--- src/rtl/jet_pkg.sv ---
// ----------------------------------------------------------------------------
// jet_pkg
// Types, codes and constants shared by the JSON event tokenizer.
// ----------------------------------------------------------------------------
package jet_pkg;

	localparam int MAX_DEPTH     = 32;
	localparam int POSITION_BITS = 24;
	localparam int LEVEL_BITS    = $clog2(MAX_DEPTH + 1);
	localparam int IDX_BITS      = (MAX_DEPTH > 1) ? $clog2(MAX_DEPTH) : 1;
	localparam int MAX_RES       = 3;
	localparam int CNT_BITS      = 2;

	localparam logic [30:0] INT_MAX31 = 31'h7FFF_FFFF;

	typedef enum logic [3:0] {
		EV_OPEN_OBJ   = 4'd0,
		EV_CLOSE_OBJ  = 4'd1,
		EV_OPEN_LIST  = 4'd2,
		EV_CLOSE_LIST = 4'd3,
		EV_KEY        = 4'd4,
		EV_STRING     = 4'd5,
		EV_INT        = 4'd6,
		EV_BOOL       = 4'd7,
		EV_NULL       = 4'd8,
		EV_DONE       = 4'd9,
		EV_ERROR      = 4'd10
	} event_t;

	typedef enum logic [3:0] {
		PH_VALUE, PH_LIST_FIRST, PH_OBJ_FIRST, PH_OBJ_KEY, PH_KEY_STR, PH_COLON,
		PH_VAL_STR, PH_NUMBER, PH_LITERAL, PH_AFTER, PH_TOP_END, PH_FAILED
	} phase_t;

	typedef struct packed {
		logic [7:0] data_byte;
		logic       end_of_doc;
	} in_item_t;

	typedef struct packed {
		logic [3:0]  event_res;
		logic [30:0] int_value;
		logic        bool_value;
		logic [23:0] text_offset;
		logic [23:0] text_length;
		logic        last_of_run;
	} out_item_t;

	// results of one byte
	typedef struct packed {
		out_item_t [MAX_RES-1:0] res;
		logic [CNT_BITS-1:0]     count;
	} batch_t;

	// literal character table: kind 0 true, 1 false, 2 null
	function automatic logic [7:0] lit_char(input logic [1:0] k, input logic [2:0] i);
		logic [7:0] c;
		c = 8'h00;
		unique case (k)
			2'd0: c = (i == 3'd1) ? "r" : (i == 3'd2) ? "u" : (i == 3'd3) ? "e" : 8'h00;
			2'd1: c = (i == 3'd1) ? "a" : (i == 3'd2) ? "l" : (i == 3'd3) ? "s" :
				(i == 3'd4) ? "e" : 8'h00;
			2'd2: c = (i == 3'd1) ? "u" : (i == 3'd2) ? "l" : (i == 3'd3) ? "l" : 8'h00;
			default: c = 8'h00;
		endcase
		return c;
	endfunction

	function automatic logic [2:0] lit_len(input logic [1:0] k);
		return (k == 2'd1) ? 3'd5 : 3'd4;
	endfunction

endpackage

--- src/rtl/jet_parse.sv ---
// ----------------------------------------------------------------------------
// jet_parse
// Per-byte parser: state registers, nesting stack, result batch register.
// ----------------------------------------------------------------------------
module jet_parse import jet_pkg::*; (
	input  logic     clk,
	input  logic     arst_n,
	input  logic     step,
	input  in_item_t item,
	output batch_t   batch
);

	phase_t                     phase_q;
	logic [LEVEL_BITS-1:0]      level_q;
	logic [POSITION_BITS-1:0]   pos_q, sstart_q;
	logic [30:0]                acc_q;
	logic [2:0]                 lidx_q;
	logic [1:0]                 lkind_q;
	logic [MAX_DEPTH-1:0]       kinds_q;

	phase_t                     ph_n;
	logic [LEVEL_BITS-1:0]      level_n;
	logic [POSITION_BITS-1:0]   sstart_n, pos_inc, slen;
	logic [30:0]                acc_n;
	logic [2:0]                 lidx_n;
	logic [1:0]                 lkind_n;
	logic                       push, push_kind;
	batch_t                     b;
	logic [7:0]                 c;
	logic                       ws, dig, top_kind;
	logic [34:0]                mul;

	assign c        = item.data_byte;
	assign ws       = (c == 8'h20) || (c == 8'h0a) || (c == 8'h0d) || (c == 8'h09);
	assign dig      = (c >= "0") && (c <= "9");
	assign pos_inc  = pos_q + 1'b1;
	assign slen     = pos_q - sstart_q;
	assign top_kind = (level_q == '0) ? 1'b0 : kinds_q[IDX_BITS'(level_q - 1'b1)];
	assign mul      = {acc_q, 3'b000} + {2'b00, acc_q, 1'b0} + {27'd0, c - 8'h30};

	always_comb begin
		phase_t ph;
		logic   fail;
		out_item_t r;
		b        = '0;
		ph       = phase_q;
		level_n  = level_q;
		sstart_n = sstart_q;
		acc_n    = acc_q;
		lidx_n   = lidx_q;
		lkind_n  = lkind_q;
		push     = 1'b0;
		push_kind = 1'b0;
		fail     = 1'b0;
		r        = '0;

		if (phase_q == PH_NUMBER && !dig) begin
			r = '0; r.event_res = EV_INT; r.int_value = acc_q;
			b.res[b.count] = r; b.count = b.count + 1'b1;
			ph = (level_q == '0) ? PH_TOP_END : PH_AFTER;
		end

		// per-phase step; the value start is shared by PH_VALUE and PH_LIST_FIRST
		unique case (ph)
			PH_VALUE, PH_LIST_FIRST: begin
				if (ws) begin
				end else if (ph == PH_LIST_FIRST && c == "]") begin
					if (level_q == '0 || !top_kind) fail = 1'b1;
					else begin
						level_n = level_q - 1'b1;
						r = '0; r.event_res = EV_CLOSE_LIST;
						b.res[b.count] = r; b.count = b.count + 1'b1;
						ph = (level_n == '0) ? PH_TOP_END : PH_AFTER;
					end
				end else if (c == "{" || c == "[") begin
					if (level_q >= LEVEL_BITS'(MAX_DEPTH)) fail = 1'b1;
					else begin
						push = 1'b1; push_kind = (c == "[");
						level_n = level_q + 1'b1;
						r = '0; r.event_res = (c == "[") ? EV_OPEN_LIST : EV_OPEN_OBJ;
						b.res[b.count] = r; b.count = b.count + 1'b1;
						ph = (c == "[") ? PH_LIST_FIRST : PH_OBJ_FIRST;
					end
				end else if (c == "\"") begin
					sstart_n = pos_inc; ph = PH_VAL_STR;
				end else if (dig) begin
					acc_n = 31'(c - 8'h30); ph = PH_NUMBER;
				end else if (c == "t" || c == "f" || c == "n") begin
					lkind_n = (c == "t") ? 2'd0 : (c == "f") ? 2'd1 : 2'd2;
					lidx_n = 3'd1; ph = PH_LITERAL;
				end else fail = 1'b1;
			end
			PH_OBJ_FIRST, PH_OBJ_KEY: begin
				if (ws) begin
				end else if (c == "\"") begin
					sstart_n = pos_inc; ph = PH_KEY_STR;
				end else if (ph == PH_OBJ_FIRST && c == "}") begin
					if (level_q == '0 || top_kind) fail = 1'b1;
					else begin
						level_n = level_q - 1'b1;
						r = '0; r.event_res = EV_CLOSE_OBJ;
						b.res[b.count] = r; b.count = b.count + 1'b1;
						ph = (level_n == '0) ? PH_TOP_END : PH_AFTER;
					end
				end else fail = 1'b1;
			end
			PH_KEY_STR, PH_VAL_STR: begin
				if (c == "\"") begin
					r = '0;
					r.event_res = (ph == PH_KEY_STR) ? EV_KEY : EV_STRING;
					r.text_offset = 24'(sstart_q); r.text_length = 24'(slen);
					b.res[b.count] = r; b.count = b.count + 1'b1;
					ph = (ph == PH_KEY_STR) ? PH_COLON :
						(level_q == '0) ? PH_TOP_END : PH_AFTER;
				end
			end
			PH_COLON: begin
				if (ws) begin
				end else if (c == ":") ph = PH_VALUE;
				else fail = 1'b1;
			end
			PH_NUMBER: begin
				acc_n = (mul > {4'd0, INT_MAX31}) ? INT_MAX31 : mul[30:0];
			end
			PH_LITERAL: begin
				if (lkind_q == 2'd3 || lidx_q >= lit_len(lkind_q) ||
						c != lit_char(lkind_q, lidx_q)) fail = 1'b1;
				else if (lidx_q + 1'b1 == lit_len(lkind_q)) begin
					r = '0;
					r.event_res = (lkind_q == 2'd2) ? EV_NULL : EV_BOOL;
					r.bool_value = (lkind_q == 2'd0);
					b.res[b.count] = r; b.count = b.count + 1'b1;
					lidx_n = 3'd0;
					ph = (level_q == '0) ? PH_TOP_END : PH_AFTER;
				end else lidx_n = lidx_q + 1'b1;
			end
			PH_AFTER: begin
				if (ws) begin
				end else if (c == ",") begin
					if (level_q == '0) fail = 1'b1;
					else ph = top_kind ? PH_VALUE : PH_OBJ_KEY;
				end else if (c == "}" || c == "]") begin
					if (level_q == '0 || top_kind != (c == "]")) fail = 1'b1;
					else begin
						level_n = level_q - 1'b1;
						r = '0; r.event_res = (c == "]") ? EV_CLOSE_LIST : EV_CLOSE_OBJ;
						b.res[b.count] = r; b.count = b.count + 1'b1;
						ph = (level_n == '0) ? PH_TOP_END : PH_AFTER;
					end
				end else fail = 1'b1;
			end
			PH_TOP_END: if (!ws) fail = 1'b1;
			PH_FAILED: begin
			end
			default: fail = 1'b1;
		endcase

		if (fail) begin
			r = '0; r.event_res = EV_ERROR;
			b.res[b.count] = r; b.count = b.count + 1'b1;
			ph = PH_FAILED;
		end

		if (item.end_of_doc && ph != PH_FAILED) begin
			if (ph == PH_NUMBER) begin
				r = '0; r.event_res = EV_INT; r.int_value = acc_n;
				b.res[b.count] = r; b.count = b.count + 1'b1;
				ph = (level_n == '0) ? PH_TOP_END : PH_AFTER;
			end
			r = '0; r.event_res = (ph == PH_TOP_END) ? EV_DONE : EV_ERROR;
			b.res[b.count] = r; b.count = b.count + 1'b1;
		end

		if (b.count != '0) b.res[b.count - 1'b1].last_of_run = 1'b1;
		ph_n = ph;
	end

	always_ff @(posedge clk or negedge arst_n) begin
		if (!arst_n) begin
			phase_q  <= PH_VALUE;
			level_q  <= '0;
			pos_q    <= '0;
			sstart_q <= '0;
			acc_q    <= '0;
			lidx_q   <= '0;
			lkind_q  <= '0;
			batch    <= '0;
		end else if (step) begin
			batch <= b;
			if (item.end_of_doc) begin
				phase_q  <= PH_VALUE;
				level_q  <= '0;
				pos_q    <= '0;
				sstart_q <= '0;
				acc_q    <= '0;
				lidx_q   <= '0;
				lkind_q  <= '0;
			end else begin
				phase_q  <= ph_n;
				level_q  <= level_n;
				pos_q    <= pos_inc;
				sstart_q <= sstart_n;
				acc_q    <= acc_n;
				lidx_q   <= lidx_n;
				lkind_q  <= lkind_n;
			end
		end
	end

	// stack bits carry no reset
	always_ff @(posedge clk) begin
		if (step && push) kinds_q[IDX_BITS'(level_q)] <= push_kind;
	end

endmodule

--- src/rtl/jet_drain.sv ---
// ----------------------------------------------------------------------------
// jet_drain
// Hands out the results of one byte one per cycle while out_ready is high.
// ----------------------------------------------------------------------------
module jet_drain import jet_pkg::*; (
	input  logic      clk,
	input  logic      arst_n,
	input  logic      load,
	input  batch_t    batch,
	output logic      busy,
	output logic      out_valid,
	output out_item_t out_item,
	input  logic      out_ready
);

	logic [CNT_BITS-1:0] idx_q;
	logic                pend_q;

	// pend_q: batch register holds an unread batch (may be empty)
	assign out_valid = pend_q && (batch.count != '0);
	assign out_item  = batch.res[idx_q];
	assign busy      = pend_q && !(batch.count == '0 ||
		(out_ready && idx_q + 1'b1 == batch.count));

	always_ff @(posedge clk or negedge arst_n) begin
		if (!arst_n) begin
			idx_q  <= '0;
			pend_q <= 1'b0;
		end else if (load) begin
			idx_q  <= '0;
			pend_q <= 1'b1;
		end else if (pend_q) begin
			if (batch.count == '0) pend_q <= 1'b0;
			else if (out_ready) begin
				if (idx_q + 1'b1 == batch.count) pend_q <= 1'b0;
				else idx_q <= idx_q + 1'b1;
			end
		end
	end

endmodule

--- src/rtl/json_event_tokenizer.sv ---
// ----------------------------------------------------------------------------
// json_event_tokenizer
// Streaming JSON tokenizer: one document byte in, zero to three SAX events out.
// ----------------------------------------------------------------------------
// channel  dir  handshake          payload
// in       in   in_valid/in_ready  in_item_t  (data_byte, end_of_doc)
// out      out  out_valid/out_ready out_item_t (event, values, offsets)
//
// A byte is parsed in the cycle it is accepted; its events are shown from the
// next cycle, one per cycle from the batch register unless out stalls. A new
// byte is accepted in the cycle the last event of the previous byte is taken,
// so bytes with at most one event flow at one per cycle unless out stalls. The
// nesting stack is a bit vector with no reset; only levels already pushed are
// read. Reset clears the parse state; a stall on out simply holds in_ready low.
module json_event_tokenizer import jet_pkg::*; (
	input  logic      clk,
	input  logic      arst_n,
	input  logic      in_valid,
	output logic      in_ready,
	input  in_item_t  in_item,
	output logic      out_valid,
	input  logic      out_ready,
	output out_item_t out_item
);

	batch_t batch;
	logic   busy;
	logic   step;

	assign in_ready = !busy;
	assign step     = in_valid && in_ready;

	jet_parse u_parse (
		.clk    (clk),
		.arst_n (arst_n),
		.step   (step),
		.item   (in_item),
		.batch  (batch)
	);

	jet_drain u_drain (
		.clk       (clk),
		.arst_n    (arst_n),
		.load      (step),
		.batch     (batch),
		.busy      (busy),
		.out_valid (out_valid),
		.out_item  (out_item),
		.out_ready (out_ready)
	);

endmodule

--- config.mk ---
export PLATFORM = sky130hd
export DESIGN_NAME = json_event_tokenizer
export DESIGN_NICKNAME = d
export VERILOG_FILES = /design/src/rtl/jet_pkg.sv /design/src/rtl/jet_parse.sv /design/src/rtl/jet_drain.sv /design/src/rtl/json_event_tokenizer.sv
export SDC_FILE = /design/constraint.sdc
export NUM_CORES = 1
export LEC_CHECK = 0
export BUFFER_PORTS_ARGS = -buffer_cell sky130_fd_sc_hd__buf_2
export CAP_MARGIN = 20
export CORE_MARGIN = 5
export CORE_UTILIZATION = 60
export CTS_CLUSTER_DIAMETER = 80
export DETAILED_ROUTE_END_ITERATION = 10
export GPL_ROUTABILITY_DRIVEN = 0
export HOLD_SLACK_MARGIN = 0.03
export PLACE_DENSITY = 0.74
export SYNTH_ARGS = -nofsm -noshare
export SYNTH_HDL_FRONTEND = slang
export SYNTH_SLANG_ARGS = --single-unit
--- constraint.sdc ---
create_clock -name clk -period 14.8 [get_ports clk]
set_clock_uncertainty 0.1 [all_clocks]
set_input_delay 1.48 -clock clk [delete_from_list [all_inputs] [get_ports clk]]
set_output_delay 1.48 -clock clk [all_outputs]
set_load 0.005 [all_outputs]
==> results summary <==
The largest net degree at the start of global routing came out at 179. The TritonCTS clock tree is built. The share of Yosys cell area claimed by the top area cell type is 35.8%.

The HPWL reported at the end of detailed placement is 37.1 mm. The post-synthesis cell count came out at 2410. The average wire per cell in the routed design came out at 18.9 um.

The worst IR drop on VDD is 0.000125 V. The H-tree depth reported by CTS came out at 2. Of the available clock period, the critical path in the final layout requires 52.3%. Counting stages on the worst path, the most repeated cell is sky130_fd_sc_hd__ha_1.

For this design the ratio of total power to cell area is 145 mW/mm^2. The number of pins with negative max-slew slack in the final report came out at 0. The core occupancy in the finished layout is 65.9%. The clock latency on the worst-skew pair came out at 0.57 ns.

The mean cell area of the mapped netlist is 8.84 um^2. The adder-cell share of the synthesized area came out at 7.47%. The area growth from synthesis to layout is 9.28%.

The synthesized-area fraction occupied by xor and xnor cells is 3.21%. The slowest stage cell on the critical path is sky130_fd_sc_hd__dfrtp_1. The initial antenna violation count is 0. The class of the tightest hold or removal check is reg -> reg. The prevailing post-synth register cell is sky130_fd_sc_hd__dfrtp_1.

Measured along the x axis, the die boundary spans 198 um. The first-iteration detailed-routing DRC count is 1627. In the layout the commonest cells are 342 x sky130_fd_sc_hd__nand2_1, 303 x sky130_fd_sc_hd__dfrtp_1, 262 x sky130_fd_sc_hd__o21ai_0, 199 x sky130_fd_sc_hd__nor2_1, 116 x sky130_fd_sc_hd__ha_1. The count of nets left with antenna violations once routing finished came out at 0. The worst path required time is 15.17 ns. The sequential element share of the synthesized area is 40.4%.

The tightest hold path in the finished design has a slack of 0.374 ns. The detailed-route vias per instance came out at 6.23. Setup repair after global routing left no endpoint under its margin. The transition time of the tightest slew-check pin is 1.12 ns.

Ranked by total cell area, the synthesized netlist is headed by sky130_fd_sc_hd__dfrtp_1 36%, sky130_fd_sc_hd__ha_1 6.8%, sky130_fd_sc_hd__o21ai_0 6.2%. The number of buffers inserted for hold repair after clock tree synthesis is 0. The count of clock tree sinks came out at 337. The worst setup path is launched from a flop. The synthesized netlist occupies a cell area of 0.0213 mm^2. After synthesis, the largest family of logic cells by area is compound AO/OA/AOI/OAI gates. The clock edge transition at the registers on the reported setup and hold paths is 0.06 ns. The number of endpoints with negative hold slack in the final report is 0. The number of flops mapped to enable cells by yosys came out at 32. The port buffer count is 99.

No sink is reached through more buffers than the 3 on the longest clock path. The count of different cell masters after synthesis came out at 89. The number of placement rows is 69. The buffers inserted during post-CTS setup optimization is 0.

The fraction of final layout cells sized beyond drive strength 1 came out at 10.6%. The register bit count reported by yosys came out at 337. Of all cell types, the one taking the most synthesized area is sky130_fd_sc_hd__dfrtp_1. After detailed placement, the total cell area comes to 0.0220 mm^2. The final net count came out at 2560.

The worst setup path is of the reg -> reg kind. For this run, the total global-route usage over all layers was measured as 28.0%. The max-capacitance violation count is 0. Counting the buffers created by CTS gives 38. Of all nets on the critical path, the largest fanout is 43. The async set or reset register ratio after synthesis came out at 90.5%. Measured against the total synthesized area, the mux share comes to 5.53%.

For this run, the top clock speed supported by timing is 129 MHz. The run finished with clean final reports. The initial core utilization came out at 60.3%. During I/O placement, the number of pins put on the boundary was 100. The count of placed standard cells in the final layout, fillers left out is 2914. After clock tree synthesis, the repair step resized 0 gates. Counting I/O delays and the setup requirement, the final critical path takes 7.75 ns.

The cell count after placement came out at 2843. The first detailed-routing pass took 5 iterations. The cell sitting at the root of the clock tree is a sky130_fd_sc_hd__clkbuf_16.

The number of global-route vias before repair is 17545. The library cell used most frequently in the layout, excluding fill and tap cells, is sky130_fd_sc_hd__nand2_1. The floorplan die area came out at 0.0394 mm^2. The synthesized net count came out at 2546. The residual DRC count is 0. From bottom edge to top edge, the die measures 198 um. For flop-to-flop paths, the worst setup slack is 7.05 ns. The summed negative setup slack over all endpoints came out at 0 ns. STA classifies the critical path endpoint as a flop.

The core region area is 0.0353 mm^2. The wire length of the first global-routing pass is 91.3 mm. The arrival time reported for the critical path endpoint came out at 8.11 ns.

The overall overflow remaining after global route is 0. The simple-gate share of the synthesized area is 18.4%. Setup violations remaining at the end of the flow were counted as 0. The final layout contains routed wiring with a total length of 55.0 mm. The cell area after layout is 0.0233 mm^2.

The antenna diode count is 0. The via count of the routed design is 18155. Summed over all cells, the static leakage comes to 10.2 nW.

The compound-gate portion of the synthesized area is 20.7%. On the worst path, the slowest cell contributes a delay of 0.92 ns. The worst slew margin relative to its limit came out at 24.9%. The Yosys step of the flow raised 0 warnings.
-- synth_stat cells (all sizes together) (11+ instances only) --
master and number:
nand2 343, o21ai 309, dfrtp 305, nor2 200
clkbuf 117, ha 116, a21oi 101, mux2i 93
inv 83, and2 68, nand3 51, nor3 49
xnor2 39, xor2 39, a22oi 33, o31ai 33
edfxtp 32, buf 30, a21o 21, o21a 20
nor2b 19, a2111oi 18, nand2b 18, and3 17
a211oi 15, a31oi 15, nand4 15, or3 15
o211ai 14, o22ai 14, a22o 13, nor4 11
-- logic make-up after synthesis --
group	Yosys count
compound gates	684
xor+xnor	78
fa+ha+maj	123
buf+inv	232
flops	337
mux	107
simple gates	849
-- per-stage QoR --
| stage | total power [mW] | setup WS (ns) |
|---|---|---|
| after global routing | 3.58 | 6.39 |
| after CTS | 3.37 | 7.10 |
| after floorplan | 2.08 | 8.25 |
| after global placement | 2.36 | 7.34 |
| final | 3.38 | 7.05 |
| after detailed placement | 2.40 | 7.11 |
-- critical path, delay by kind of cell (launching register included) --
| kind | cells | cell delay (ns) |
|---|---|---|
| buf+inv | 4 | 0.76 |
| mux | 2 | 0.73 |
| compound gates | 7 | 1.30 |
| fa+ha+maj | 5 | 1.70 |
| xor+xnor | 1 | 0.20 |
| simple gates | 6 | 1.94 |
| flops | 1 | 0.92 |
-- power by group --
group	total (mW)	switching, mW	leakage [nW]	internal, mW
clock network	0.961	0.396	0.614	0.565
registers	1.14	0.131	4.50	1.01
logic	1.28	0.814	5.05	0.466
-- per-layer routing --
| layer | GRT usage [%] | vias to the layer above | share of wire (%) |
|---|---|---|---|
| met1 | 42.4 | 8703 | 46 |
| met4 | 8.47 | 0 | 2.7 |
| met2 | 41.6 | 712 | 43 |
| met3 | 4.81 | 130 | 7.8 |
| met5 | 0 | - | 0 |
| li1 | - | 8610 | - |
-- registers in the layout (all words and copies together) (netlist names), 2 cells and up --
| register | flops |
|---|---|
| u_drain.idx_q | 2 |
| u_parse.lidx_q | 3 |
| u_parse.phase_q | 4 |
| u_parse.lkind_q | 2 |
| u_parse.kinds_q | 32 |
| u_parse.pos_q | 24 |
| u_parse.batch | 208 |
| u_parse.acc_q | 31 |
| u_parse.level_q | 6 |
| u_parse.sstart_q | 24 |
-- area by class of cell --
| cell class | count | area (um^2) |
|---|---|---|
| clock buffer | 51 | 1070 |
| clock inverter | 18 | 201 |
| fill | 2874 | 12000 |
| inverter | 85 | 319 |
| multi-input combinational | 1841 | 11800 |
| sequential | 337 | 8600 |
| tap | 461 | 577 |
| timing repair buffer | 121 | 693 |
-- final timing paths --
kind / depth (start not counted) / from / end
setup / recovery: 25 / u_parse.level_q[0] / u_parse.batch[19]
hold / removal: 2 / u_parse.sstart_q[12] / u_parse.sstart_q[12]
min in group asynchronous: 1 / arst_n / u_parse.batch[155]
hold reg to reg: 2 / u_parse.sstart_q[12] / u_parse.sstart_q[12]
max in group asynchronous: 2 / arst_n / u_parse.level_q[1]
setup reg to reg: 25 / u_parse.level_q[0] / u_parse.batch[19]
No activity file was read; power rests on OpenSTA's default activity.
